$ cat config.mk
export PLATFORM = sky130hd
export DESIGN_NAME = shell_line_tokenizer_unit
export DESIGN_NICKNAME = d
export VERILOG_FILES = /design/src/slt_pkg.sv /design/src/slt_front.sv /design/src/slt_queue.sv /design/src/slt_back.sv /design/src/shell_line_tokenizer_unit.sv
export VERILOG_INCLUDE_DIRS = /design/src /design/src/src
export SDC_FILE = /design/constraint.sdc
export NUM_CORES = 1
export LEC_CHECK = 0
export BUFFER_PORTS_ARGS = -buffer_cell sky130_fd_sc_hd__buf_2
export CORE_UTILIZATION = 55
export DETAILED_ROUTE_END_ITERATION = 16
export GPL_ROUTABILITY_DRIVEN = 1
export HOLD_SLACK_MARGIN = 0.02
export PLACE_DENSITY = 0.76
export SYNTH_ARGS = -nofsm -noshare
export SYNTH_HDL_FRONTEND = slang
export SYNTH_SLANG_ARGS = --single-unit
$ cat constraint.sdc
create_clock -name i_clk -period 3.7 [get_ports i_clk]
set_input_delay 0.555 -clock i_clk [delete_from_list [all_inputs] [get_ports i_clk]]
set_output_delay 0.555 -clock i_clk [all_outputs]
set_load 0.01 [all_outputs]
$ cat src/shell_line_tokenizer_unit_assert.svh
// ----------------------------------------------------------------------------
// Assertion macros for the shell line tokenizer
// Immediate-implication and next-cycle checks, empty in synthesis.
// ----------------------------------------------------------------------------
`ifndef SHELL_LINE_TOKENIZER_UNIT_ASSERT_SVH
`define SHELL_LINE_TOKENIZER_UNIT_ASSERT_SVH

`ifndef SYNTHESIS
`define SLT_ASSERT_IMPL(label, clk, rst_n, ante, cons) \
    label: assert property (@(posedge clk) disable iff (!rst_n) (ante) |-> (cons)) \
        else $error("slt assertion failed");
`define SLT_ASSERT_NEXT(label, clk, rst_n, ante, cons) \
    label: assert property (@(posedge clk) disable iff (!rst_n) (ante) |=> (cons)) \
        else $error("slt assertion failed");
`else
`define SLT_ASSERT_IMPL(label, clk, rst_n, ante, cons)
`define SLT_ASSERT_NEXT(label, clk, rst_n, ante, cons)
`endif

`endif

$ cat src/slt_pkg.sv
// ----------------------------------------------------------------------------
// Shell line tokenizer package
// Scan modes, token kinds, character codes and the queue entry format.
// ----------------------------------------------------------------------------
package slt_pkg;

    localparam int unsigned DEF_QUEUE_DEPTH = 4;
    localparam logic [7:0]  DEF_ARG_SLOTS   = 8'd64;

    localparam logic [7:0] CH_PIPE   = 8'h7C;
    localparam logic [7:0] CH_LT     = 8'h3C;
    localparam logic [7:0] CH_GT     = 8'h3E;
    localparam logic [7:0] CH_BSLASH = 8'h5C;
    localparam logic [7:0] CH_DQUOTE = 8'h22;
    localparam logic [7:0] CH_SQUOTE = 8'h27;
    localparam logic [7:0] CH_SPACE  = 8'h20;
    localparam logic [7:0] CH_TAB    = 8'h09;
    localparam logic [7:0] CH_CR     = 8'h0D;

    typedef enum logic [3:0] {
        MODE_IDLE,
        MODE_WORD,
        MODE_WORD_ESC,
        MODE_DQ,
        MODE_DQ_ESC,
        MODE_SQ,
        MODE_SQ_ESC,
        MODE_GT,
        MODE_DROP
    } t_scan_mode;

    typedef enum logic [2:0] {
        KIND_WORD,
        KIND_PIPE,
        KIND_IN,
        KIND_OUT,
        KIND_APPEND
    } t_token_kind;

    typedef struct packed {
        logic [7:0]  out_char;
        logic        has_char;
        logic        token_end;
        t_token_kind token_kind;
    } t_result;

    typedef struct packed {
        t_result res0;
        t_result res1;
        logic    two;
        logic    eol;
    } t_entry;

    typedef struct packed {
        logic full;
        logic empty;
    } t_q_status;

    function automatic t_result mk_blank();
        t_result r;
        r.out_char   = 8'd0;
        r.has_char   = 1'b0;
        r.token_end  = 1'b0;
        r.token_kind = KIND_WORD;
        return r;
    endfunction

    function automatic t_result mk_char(input logic [7:0] c);
        t_result r;
        r          = mk_blank();
        r.out_char = c;
        r.has_char = 1'b1;
        return r;
    endfunction

    function automatic t_result mk_end(input t_token_kind k);
        t_result r;
        r            = mk_blank();
        r.token_end  = 1'b1;
        r.token_kind = k;
        return r;
    endfunction

    function automatic logic is_blank(input logic [7:0] c);
        return (c == CH_SPACE) || ((c >= CH_TAB) && (c <= CH_CR));
    endfunction

endpackage

$ cat src/slt_front.sv
// ----------------------------------------------------------------------------
// Shell line tokenizer front end
// Accepts bytes, tracks scan mode and token count, and queues up to two
// results per byte.
// ----------------------------------------------------------------------------
module slt_front (
    input  logic              i_clk,
    input  logic              i_rst_n,
    input  logic              i_cfg_wr_en,
    input  logic [7:0]        i_cfg_wr_data,
    input  logic              i_in_valid,
    input  logic [7:0]        i_in_char,
    input  logic              i_end_of_line,
    output logic              o_in_stall,
    input  slt_pkg::t_q_status i_q_status,
    output logic              o_push,
    output slt_pkg::t_entry   o_entry
);
    import slt_pkg::*;

    t_scan_mode  r_mode,  n_mode;
    logic [7:0]  r_count, n_count;
    logic [7:0]  r_arg_slots;

    logic        accept;
    logic [1:0]  nres;

    // outcome of a byte seen between tokens
    t_scan_mode  idle_mode;
    logic        idle_inc;
    logic        idle_has;
    t_result     idle_res;
    logic        at_limit;

    assign o_in_stall = i_q_status.full;
    assign accept     = i_in_valid && !i_q_status.full;
    assign at_limit   = ({1'b0, r_count} + 9'd1) >= {1'b0, r_arg_slots};

    always_comb begin
        idle_mode = MODE_IDLE;
        idle_inc  = 1'b0;
        idle_has  = 1'b0;
        idle_res  = mk_blank();
        if (!is_blank(i_in_char)) begin
            if (at_limit) begin
                idle_mode = MODE_DROP;
            end else begin
                idle_inc = 1'b1;
                case (i_in_char)
                    CH_PIPE: begin
                        idle_has = 1'b1;
                        idle_res = mk_end(KIND_PIPE);
                    end
                    CH_LT: begin
                        idle_has = 1'b1;
                        idle_res = mk_end(KIND_IN);
                    end
                    CH_GT:     idle_mode = MODE_GT;
                    CH_DQUOTE: idle_mode = MODE_DQ;
                    CH_SQUOTE: idle_mode = MODE_SQ;
                    CH_BSLASH: idle_mode = MODE_WORD_ESC;
                    default: begin
                        idle_has  = 1'b1;
                        idle_res  = mk_char(i_in_char);
                        idle_mode = MODE_WORD;
                    end
                endcase
            end
        end
    end

    always_comb begin
        n_mode        = r_mode;
        n_count       = r_count;
        nres          = 2'd0;
        o_entry.res0  = mk_blank();
        o_entry.res1  = mk_blank();
        o_entry.eol   = i_end_of_line;
        if (i_end_of_line) begin
            n_mode  = MODE_IDLE;
            n_count = 8'd0;
            nres    = 2'd1;
            case (r_mode)
                MODE_WORD, MODE_DQ, MODE_SQ: o_entry.res0 = mk_end(KIND_WORD);
                MODE_WORD_ESC, MODE_DQ_ESC, MODE_SQ_ESC: begin
                    o_entry.res0 = mk_char(CH_BSLASH);
                    o_entry.res1 = mk_end(KIND_WORD);
                    nres         = 2'd2;
                end
                MODE_GT: o_entry.res0 = mk_end(KIND_OUT);
                default: o_entry.res0 = mk_blank();
            endcase
        end else begin
            case (r_mode)
                MODE_WORD: begin
                    if (is_blank(i_in_char)) begin
                        o_entry.res0 = mk_end(KIND_WORD);
                        nres         = 2'd1;
                        n_mode       = MODE_IDLE;
                    end else if (i_in_char == CH_PIPE || i_in_char == CH_LT ||
                                 i_in_char == CH_GT) begin
                        o_entry.res0 = mk_end(KIND_WORD);
                        o_entry.res1 = idle_res;
                        nres         = idle_has ? 2'd2 : 2'd1;
                        n_mode       = idle_mode;
                        n_count      = r_count + {7'd0, idle_inc};
                    end else if (i_in_char == CH_BSLASH) begin
                        n_mode = MODE_WORD_ESC;
                    end else begin
                        o_entry.res0 = mk_char(i_in_char);
                        nres         = 2'd1;
                    end
                end
                MODE_WORD_ESC: begin
                    o_entry.res0 = mk_char(i_in_char);
                    nres         = 2'd1;
                    n_mode       = MODE_WORD;
                end
                MODE_DQ: begin
                    if (i_in_char == CH_DQUOTE) begin
                        o_entry.res0 = mk_end(KIND_WORD);
                        nres         = 2'd1;
                        n_mode       = MODE_IDLE;
                    end else if (i_in_char == CH_BSLASH) begin
                        n_mode = MODE_DQ_ESC;
                    end else begin
                        o_entry.res0 = mk_char(i_in_char);
                        nres         = 2'd1;
                    end
                end
                MODE_DQ_ESC: begin
                    o_entry.res0 = mk_char(i_in_char);
                    nres         = 2'd1;
                    n_mode       = MODE_DQ;
                end
                MODE_SQ: begin
                    if (i_in_char == CH_SQUOTE) begin
                        o_entry.res0 = mk_end(KIND_WORD);
                        nres         = 2'd1;
                        n_mode       = MODE_IDLE;
                    end else if (i_in_char == CH_BSLASH) begin
                        n_mode = MODE_SQ_ESC;
                    end else begin
                        o_entry.res0 = mk_char(i_in_char);
                        nres         = 2'd1;
                    end
                end
                MODE_SQ_ESC: begin
                    if (i_in_char == CH_SQUOTE) begin
                        o_entry.res0 = mk_char(i_in_char);
                        nres         = 2'd1;
                        n_mode       = MODE_SQ;
                    end else begin
                        // escape was literal, byte handled as quoted text
                        o_entry.res0 = mk_char(CH_BSLASH);
                        if (i_in_char == CH_BSLASH) begin
                            nres   = 2'd1;
                            n_mode = MODE_SQ_ESC;
                        end else begin
                            o_entry.res1 = mk_char(i_in_char);
                            nres         = 2'd2;
                            n_mode       = MODE_SQ;
                        end
                    end
                end
                MODE_GT: begin
                    if (i_in_char == CH_GT) begin
                        o_entry.res0 = mk_end(KIND_APPEND);
                        nres         = 2'd1;
                        n_mode       = MODE_IDLE;
                    end else begin
                        o_entry.res0 = mk_end(KIND_OUT);
                        o_entry.res1 = idle_res;
                        nres         = idle_has ? 2'd2 : 2'd1;
                        n_mode       = idle_mode;
                        n_count      = r_count + {7'd0, idle_inc};
                    end
                end
                MODE_DROP: begin
                    n_mode = MODE_DROP;
                end
                default: begin
                    o_entry.res0 = idle_res;
                    nres         = idle_has ? 2'd1 : 2'd0;
                    n_mode       = idle_mode;
                    n_count      = r_count + {7'd0, idle_inc};
                end
            endcase
        end
        o_entry.two = (nres == 2'd2);
    end

    assign o_push = accept && (nres != 2'd0);

    always_ff @(posedge i_clk) begin
        if (!i_rst_n) begin
            r_mode      <= MODE_IDLE;
            r_count     <= 8'd0;
            r_arg_slots <= DEF_ARG_SLOTS;
        end else begin
            if (accept) begin
                r_mode  <= n_mode;
                r_count <= n_count;
            end
            if (i_cfg_wr_en) begin
                r_arg_slots <= i_cfg_wr_data;
            end
        end
    end

endmodule

$ cat src/slt_queue.sv
// ----------------------------------------------------------------------------
// Shell line tokenizer entry queue
// Short FIFO of classified entries between front and back end.
// ----------------------------------------------------------------------------
`include "shell_line_tokenizer_unit_assert.svh"

module slt_queue #(
    parameter int unsigned DEPTH = slt_pkg::DEF_QUEUE_DEPTH
) (
    input  logic               i_clk,
    input  logic               i_rst_n,
    input  logic               i_push,
    input  slt_pkg::t_entry    i_data,
    input  logic               i_pop,
    output slt_pkg::t_entry    o_head,
    output slt_pkg::t_q_status o_status
);
    import slt_pkg::*;

    localparam int unsigned IW = $clog2(DEPTH);
    localparam int unsigned CW = $clog2(DEPTH + 1);

    t_entry         r_mem [DEPTH];
    logic [IW-1:0]  r_wr, n_wr;
    logic [IW-1:0]  r_rd, n_rd;
    logic [CW-1:0]  r_count, n_count;

    assign o_status.full  = (r_count == CW'(DEPTH));
    assign o_status.empty = (r_count == '0);
    assign o_head         = r_mem[r_rd];

    always_comb begin
        n_wr    = r_wr;
        n_rd    = r_rd;
        n_count = r_count;
        if (i_push) begin
            n_wr = (r_wr == IW'(DEPTH - 1)) ? '0 : r_wr + IW'(1);
        end
        if (i_pop) begin
            n_rd = (r_rd == IW'(DEPTH - 1)) ? '0 : r_rd + IW'(1);
        end
        if (i_push && !i_pop) begin
            n_count = r_count + CW'(1);
        end else if (i_pop && !i_push) begin
            n_count = r_count - CW'(1);
        end
    end

    always_ff @(posedge i_clk) begin
        if (!i_rst_n) begin
            r_wr    <= '0;
            r_rd    <= '0;
            r_count <= '0;
        end else begin
            r_wr    <= n_wr;
            r_rd    <= n_rd;
            r_count <= n_count;
        end
    end

    always_ff @(posedge i_clk) begin
        if (i_push) begin
            r_mem[r_wr] <= i_data;
        end
    end

    `SLT_ASSERT_IMPL(a_no_push_full, i_clk, i_rst_n, o_status.full, !i_push)
    `SLT_ASSERT_IMPL(a_no_pop_empty, i_clk, i_rst_n, o_status.empty, !i_pop)
    `SLT_ASSERT_NEXT(a_count_up, i_clk, i_rst_n, i_push && !i_pop,
                     r_count == $past(r_count) + CW'(1))

endmodule

$ cat src/slt_back.sv
// ----------------------------------------------------------------------------
// Shell line tokenizer back end
// Unpacks queued entries into single results behind an output register.
// ----------------------------------------------------------------------------
`include "shell_line_tokenizer_unit_assert.svh"

module slt_back (
    input  logic               i_clk,
    input  logic               i_rst_n,
    input  slt_pkg::t_entry    i_head,
    input  slt_pkg::t_q_status i_q_status,
    output logic               o_pop,
    output logic               o_out_valid,
    input  logic               i_out_stall,
    output logic [7:0]         o_out_char,
    output logic               o_has_char,
    output logic               o_token_end,
    output logic [2:0]         o_token_kind,
    output logic               o_line_done,
    output logic               o_last
);
    import slt_pkg::*;

    logic    r_valid;
    logic    r_slot;
    t_result r_res;
    logic    r_line_done;
    logic    r_last;

    logic    out_free;
    logic    load;
    logic    final_slot;
    t_result sel_res;

    assign out_free   = !r_valid || !i_out_stall;
    assign load       = out_free && !i_q_status.empty;
    assign final_slot = r_slot || !i_head.two;
    assign sel_res    = r_slot ? i_head.res1 : i_head.res0;
    assign o_pop      = load && final_slot;

    always_ff @(posedge i_clk) begin
        if (!i_rst_n) begin
            r_valid <= 1'b0;
            r_slot  <= 1'b0;
        end else begin
            if (out_free) begin
                r_valid <= !i_q_status.empty;
            end
            if (load) begin
                r_slot <= !final_slot;
            end
        end
    end

    always_ff @(posedge i_clk) begin
        if (load) begin
            r_res       <= sel_res;
            r_last      <= final_slot;
            r_line_done <= final_slot && i_head.eol;
        end
    end

    assign o_out_valid  = r_valid;
    assign o_out_char   = r_res.out_char;
    assign o_has_char   = r_res.has_char;
    assign o_token_end  = r_res.token_end;
    assign o_token_kind = r_res.token_kind;
    assign o_line_done  = r_line_done;
    assign o_last       = r_last;

    `SLT_ASSERT_IMPL(a_done_is_last, i_clk, i_rst_n, r_valid && r_line_done, r_last)
    `SLT_ASSERT_IMPL(a_char_not_end, i_clk, i_rst_n, r_valid && r_res.has_char,
                     !r_res.token_end && (r_res.token_kind == KIND_WORD))
    `SLT_ASSERT_IMPL(a_second_slot, i_clk, i_rst_n, r_slot, !i_q_status.empty && i_head.two)

endmodule

$ cat src/shell_line_tokenizer_unit.sv
// ----------------------------------------------------------------------------
// Shell line tokenizer
// Splits a command line, one byte per transfer, into word characters and
// token-end marks for words, quoted strings and redirect/pipe operators.
//
//   channel  direction  handshake                   payload
//   in       input      i_in_valid / o_in_stall     i_in_char, i_end_of_line
//   out      output     o_out_valid / i_out_stall   char, flags, kind, last
//   cfg      input      i_cfg_wr_en                 i_cfg_wr_data (arg slots)
//
// One byte per cycle while the queue is not full; a byte giving two results
// leaves through the single back-end output register one result at a time.
// A result is presented once its byte has passed through the queue memory
// and the back-end output register.
// The queue absorbs output stalls; input stalls only when it is full.
// Synchronous reset: scan state idle, token count zero, arg slots 64.
// ----------------------------------------------------------------------------
module shell_line_tokenizer_unit #(
    parameter int unsigned QUEUE_DEPTH = slt_pkg::DEF_QUEUE_DEPTH
) (
    input  logic       i_clk,
    input  logic       i_rst_n,
    input  logic       i_cfg_wr_en,
    input  logic [7:0] i_cfg_wr_data,
    input  logic       i_in_valid,
    output logic       o_in_stall,
    input  logic [7:0] i_in_char,
    input  logic       i_end_of_line,
    output logic       o_out_valid,
    input  logic       i_out_stall,
    output logic [7:0] o_out_char,
    output logic       o_has_char,
    output logic       o_token_end,
    output logic [2:0] o_token_kind,
    output logic       o_line_done,
    output logic       o_last
);
    import slt_pkg::*;

    t_entry    push_entry;
    t_entry    head_entry;
    t_q_status q_status;
    logic      push;
    logic      pop;

    slt_front u_front (
        .i_clk         (i_clk),
        .i_rst_n       (i_rst_n),
        .i_cfg_wr_en   (i_cfg_wr_en),
        .i_cfg_wr_data (i_cfg_wr_data),
        .i_in_valid    (i_in_valid),
        .i_in_char     (i_in_char),
        .i_end_of_line (i_end_of_line),
        .o_in_stall    (o_in_stall),
        .i_q_status    (q_status),
        .o_push        (push),
        .o_entry       (push_entry)
    );

    slt_queue #(
        .DEPTH (QUEUE_DEPTH)
    ) u_queue (
        .i_clk    (i_clk),
        .i_rst_n  (i_rst_n),
        .i_push   (push),
        .i_data   (push_entry),
        .i_pop    (pop),
        .o_head   (head_entry),
        .o_status (q_status)
    );

    slt_back u_back (
        .i_clk        (i_clk),
        .i_rst_n      (i_rst_n),
        .i_head       (head_entry),
        .i_q_status   (q_status),
        .o_pop        (pop),
        .o_out_valid  (o_out_valid),
        .i_out_stall  (i_out_stall),
        .o_out_char   (o_out_char),
        .o_has_char   (o_has_char),
        .o_token_end  (o_token_end),
        .o_token_kind (o_token_kind),
        .o_line_done  (o_line_done),
        .o_last       (o_last)
    );

endmodule

# ---- Word level (Yosys, flattened, before mapping)
# Memories as Yosys holds them, arrays and structs flattened. A register that Yosys moved wholly into a read port is not among the register bits.
# Cells that the tools add are included.
dict set report word_totals {
  register_bits 44
  latch_bits 0
  mem_bits_rw 112
  rom_bits 0
  input_bits 22
  output_inout_bits 17
  elab_cells 148
  memories 1
}
dict set report classes {
  n_addsub 6
  mul 0
  n_div 0
  n_lt_le_gt_ge 3
  n_eq_ne 26
  n_shift 0
  mux 66
  n_bitwise 0
  n_reduce_logical 32
}
# memory depth width rd rd_clocked_by_memory_dff write_ports line_no
set memory_table {}
lappend memory_table {u_queue.r_mem 4 28 1 1 1 slt_queue.sv:23} ;# t_entry r_mem [DEPTH];
# cell count
set ops {}
lappend ops {{$mux W13} 13}
lappend ops {{$pmux W13 S7} 1}
lappend ops {{$pmux W13 S3} 2}
lappend ops {{$mux W4} 13}
lappend ops {{$eq A8 B6 Y1 const B} 5}
lappend ops {{$pmux W12 S3} 1}
lappend ops {{$mux W8} 4}
lappend ops {{$pmux W4 S8} 1}
lappend ops {{$mux W2} 14}
lappend ops {{$mux W26} 1}
lappend ops {{$pmux W8 S3} 1}
lappend ops {{$eq A4 B3 Y1 const B} 4}
lappend ops {{$eq A8 B7 Y1 const B} 2}
lappend ops {{$pmux W3 S5} 1}
lappend ops {{$pmux W2 S7} 1}
lappend ops {{$mux W1} 10}
lappend ops {{$add A8 B1 Y9 const B} 1}
lappend ops {{$ge A9 B8 Y1} 1}
lappend ops {{$mux W3} 3}
lappend ops {{$add A8 B1 Y8} 1}
lappend ops {{$eq A4 B2 Y1 const B} 2}
lappend ops {{$ge A8 B4 Y1 const B} 1}
lappend ops {{$le A8 B4 Y1 const B} 1}
lappend ops {{$logic_and A1 B1 Y1} 8}
lappend ops {{other kinds (22)} 41}

# ---- Longest topological paths before layout
dict set report logic_depth {
  depth_word 16
  ltp_mapped 19
}

# ---- Hierarchy
# A second synthesis with hierarchy kept.
dict set report hier_totals {
  hier_cells 553
  hier_area_um2 7676.1
}
# mod n_inst cells_each area_each_um2
set by_module_without_submodules {}
lappend by_module_without_submodules {slt_queue 1 190 4548.1}
lappend by_module_without_submodules {slt_front 1 322 2361.0}
lappend by_module_without_submodules {slt_back 1 41 767.0}

# ---- Least setup slack after synthesis
# No wires, ideal clock.
dict set report synth_path {
  path_kind {flip-flop to flip-flop}
  start {register u_front.r_count[3]}
  end {register u_queue.r_count[2]}
  arrival_time_ps 3698
  t_required_ps 3624
  slack_ps -73
  stages_incl_launch_ff 20
  n_path_buf 2
  path_cell_list {dfxtp_1 -> clkbuf_1 -> and4_1 -> nand4_1 -> xnor2_1 -> ha_1 -> and3_1 -> a21oi_1 -> and3_1 -> and4_4 -> buf_6 -> a211o_1 -> a22oi_4 -> inv_2 -> ha_1 -> inv_1 -> fa_1 -> xor2_1 -> or3_1 -> a21boi_0}
}
dict set report synth_between {
  elab_chain_cells 14
}
# item line_no
set synth_rtl {}
lappend synth_rtl {{start, declared} slt_front.sv:22} ;# logic [7:0] r_count, n_count;
lappend synth_rtl {{start signal, assigned} slt_front.sv:203} ;# r_count <= n_count;
lappend synth_rtl {{$add A8 B1 Y9 *} slt_front.sv:37} ;# assign at_limit = ({1'b0, r_count} + 9'd1) >= {1'b0, r_arg_slots};
lappend synth_rtl {{$ge A9 B8 Y1 *} slt_front.sv:37}
lappend synth_rtl {{$mux W1 *} slt_front.sv:45} ;# if (at_limit) begin
lappend synth_rtl {{$mux W1 *} slt_front.sv:44} ;# if (!is_blank(i_in_char)) begin
lappend synth_rtl {{$mux W2} {slt_front.sv:104, slt_front.sv:174}}
lappend synth_rtl {{$mux W2} slt_front.sv:100} ;# end else if (i_in_char == CH_PIPE || i_in_char == CH_LT ||
lappend synth_rtl {{$mux W2} slt_front.sv:96} ;# if (is_blank(i_in_char)) begin
lappend synth_rtl {{$pmux W2 S7 *} slt_front.sv:94} ;# case (r_mode)
lappend synth_rtl {{$mux W2 *} slt_front.sv:79} ;# if (i_end_of_line) begin
lappend synth_rtl {{$reduce_bool A2 Y1 *} slt_front.sv:193} ;# assign o_push = accept && (nres != 2'd0);
lappend synth_rtl {{$logic_and A1 B1 Y1 *} slt_front.sv:193}
lappend synth_rtl {{named net push} shell_line_tokenizer_unit.sv:43} ;# logic push;
lappend synth_rtl {{$logic_not A1 Y1} slt_queue.sv:44} ;# end else if (i_pop && !i_push) begin
lappend synth_rtl {{$logic_and A1 B1 Y1} slt_queue.sv:44}
lappend synth_rtl {{$reduce_bool A2 Y1 (no line)} --}
lappend synth_rtl {{end signal, assigned} slt_queue.sv:57} ;# r_count <= n_count;
lappend synth_rtl {{end, declared} slt_queue.sv:26} ;# logic [CW-1:0] r_count, n_count;
# Mark *: on every way through the listed nets, which the timed path passes. The rest lies on a longest branch.
# A chain may end at the register's enable or synchronous reset.

# ---- Final worst setup path
dict set report layout_path {
  start {register u_front.r_count[2]}
  end {register u_queue.r_count[2]}
}
# Same word-level chain as after synthesis.

==> flow_summary.json <==
{
  "clock_skew_ps": 9.35,
  "min_period_ps": 3580,
  "synth_edf_count": 123,
  "grt_use_total_pct": 25.3,
  "yosys-top-cells-area": "edfxtp_1 (51%), dfxtp_1 (8.6%), mux4_2 (8.4%)",
  "p_per_area_nw_per_um2": 609,
  "ios": 39,
  "synth-async-reset-ratio_pct": 0,
  "clock_latency_ps": 420,
  "drv_slew": 0,
  "grt_overflow_total": 0,
  "antenna_found_initial": 0,
  "cp_max_fo": 6,
  "worstSetupStartpointType": "register",
  "cts_inserted_buffers": 17,
  "drt_pass1_iterations": 4,
  "drive_gt1_share_pct": 27.9,
  "synth_cells": 529,
  "cts_num_sinks": 154,
  "via_per_inst": 6.12,
  "gp_congestion": 0.989,
  "die_area_sq_um": 13600,
  "drt-total-wl_microns": 16200,
  "wl_per_cell_microns": 20.4,
  "synthesis.nets": 569,
  "cap_violations": 0,
  "timing.hold.ws_ps": 363,
  "ir_drop_v": 0.000238,
  "finalHoldViolations": 0,
  "row_count": 41,
  "syn_area_per_cell_sq_um": 13.7,
  "holdCritPathClass": "input port to register",
  "die_w_microns": 117,
  "power_uw": 5170,
  "relSlewSlack_pct": 44.0,
  "cts_buffer_depth": 2,
  "synth_top_area_share_pct": 51.1,
  "setup_viol": 0,
  "tightest_slew_ps": 839,
  "nets": 647,
  "synth_cell_types": 66,
  "crit_buf_inv": 3,
  "place_inst": 759,
  "antenna_left": 0,
  "port_buffers": 38,
  "path_cells": "buf_4 > nand3_1 > xnor2_2 > ha_1 > a21o_1 > a21oi_4 > and3_4 > and4_4 > a211o_1 > a22oi_4 > inv_2 > ha_2 > inv_1 > fa_2 > xor2_1 > or3_1 > a21boi_1",
  "crit_path_max_incr_delay_ps": 380,
  "yosys.area.top_type": "edfxtp_1",
  "ys_seq_area_share_pct": 59.7,
  "status": "completed",
  "synth_top_flop_cell": "edfxtp_1",
  "final_cells": 792,
  "grt_pass1_wl_microns": 24700,
  "ys_ff_latch": 154,
  "critPathSlowestCell": "fa_2",
  "clk_pin_slew_ps": 60,
  "grt_max_degree": 28,
  "end_kind": "register",
  "ys_warn_count": 0,
  "initial_core_util_pct": 56.8,
  "cp.required_ps": 4060,
  "cts_tree": "done",
  "dp_hpwl_microns": 11000,
  "holdBufCountCts": 0,
  "period_share_pct": 96.7,
  "drtIter0Drc": 450,
  "core_area_sq_um": 12700,
  "syn_area_sq_um": 7230,
  "cp.arrival_ps": 3930,
  "first_global_vias": 4663,
  "crit_family": "simple AND/OR/NAND/NOR gates",
  "dr_total_vias": 4849,
  "drc": 0,
  "htree_levels": 4,
  "p_leak_uw": 0.00312,
  "fmax_mhz": 280,
  "die_h_microns": 117,
  "diodes": 0,
  "area_growth_pct": 17.4,
  "crit_type": "register to register",
  "cts-root-buf": "clkbuf_16"
}
## cell usage in the layout, fill, tap and decap left out, drive strengths merged, types with 16 or more instances in the layout
master	instances
nor2	21
dfxtp	31
nand2	28
and2	16
clkbuf	21
mux4	27
a21oi	24
inv	16
ha	17
edfxtp	123
nor2b	20
buf	86
## power breakdown
part | total, uW | switching (uW) | internal [uW]
sequential | 2390 | 132 | 2260
clock | 1550 | 640 | 908
combinational | 1230 | 651 | 578
total | 5170 | 1420 | 3750
## Yosys cell counts, drive strengths merged (12+ instances only)
library cell,n
edfxtp,123
dfxtp,31
nand2,28
mux4,27
a21oi,24
clkbuf,24
nor2,21
nor2b,20
ha,17
and2,16
inv,16
mux2,12
mux2i,12
nand3,12
## area by class of cell
type / count / area (sq um)
clock buffer: 21 / 440
clock inverter: 11 / 80.1
fill: 939 / 4240
inverter: 16 / 60.1
multi-input combinational: 332 / 2820
sequential: 154 / 4320
tap: 172 / 215
timing repair buffer: 86 / 551
## per-stage QoR
step	setup slack [ps]	utilization, %	area, sq um	TNS (ps)
6_report	124	66.7	8480	0
5_1_grt	-35.5	66.7	8480	-35.5
4_1_cts	20.7	66.2	8420	0
3_5_place_dp	-274	62.0	7890	-284
3_3_place_gp	-199	62.0	7890	-199
2_1_floorplan	10.8	-	7250	0
## what timing repair did
item | 4_1_cts | 5_1_grt
setup buffers | 0 | 1
pin swaps | 0 | 6
cloned | 0 | 0
endpoints found under the setup margin | 1 | 1
gates resized for setup | 4 | 13
## registers in the layout, summed over array words and instances, names as in the netlist, 2 cells and up, named ones only
name	flops
u_queue.r_wr	2
u_front.r_mode	4
u_front.r_count	8
u_queue.r_rd	2
u_back.o_out_char	8
u_queue.r_count	3
u_front.r_arg_slots	8
u_queue.r_mem	108
u_back.o_token_kind	3
## worst paths after layout
path                      start                      to  slack [ps]  cells past startpoint
min            i_cfg_wr_data[6]  u_front.r_arg_slots[6]         360                      3
min reg2reg  u_back.o_out_valid      u_back.o_out_valid         480                      2
max reg2reg  u_front.r_count[2]      u_queue.r_count[2]         120                     17
max          u_front.r_count[2]      u_queue.r_count[2]         120                     17
## metal layers
metal / part of all wire, % / wire (microns) / vias up / global-route usage, %
met5: 0 / 0 / - / 0
met4: 1.9 / 300 / 0 / 8.78
met3: 5.9 / 956 / 28 / 6.75
met2: 50 / 8090 / 188 / 40.8
met1: 42 / 6810 / 2419 / 33.1
li1: - / - / 2214 / -
## kinds of logic (layout without fill, tap and decap cells)
family,after synthesis,count (layout),share of synthesized area (%)
muxes,51,51,11.9
xor gates and xnor gates,15,15,1.82
and+or+nand+nor,164,164,12.9
buffers and inverters,43,134,2.34
adders and majority gates,18,18,3.22
AOI/OAI and AO/OA,84,84,8.07
DFF,154,154,59.7
## worst reg2reg max path, cell delays in order, from the launching register on
cell and delay (ps):
dfxtp_1 350, buf_4 160, nand3_1 120, xnor2_2 160, ha_1 310, a21o_1 220, a21oi_4 130, and3_4 210
and4_4 240, a211o_1 170, a22oi_4 90, inv_2 100, ha_2 170, inv_1 60, fa_2 380, xor2_1 170
or3_1 310, a21boi_1 150
No activity file was read; power rests on OpenSTA's default activity.
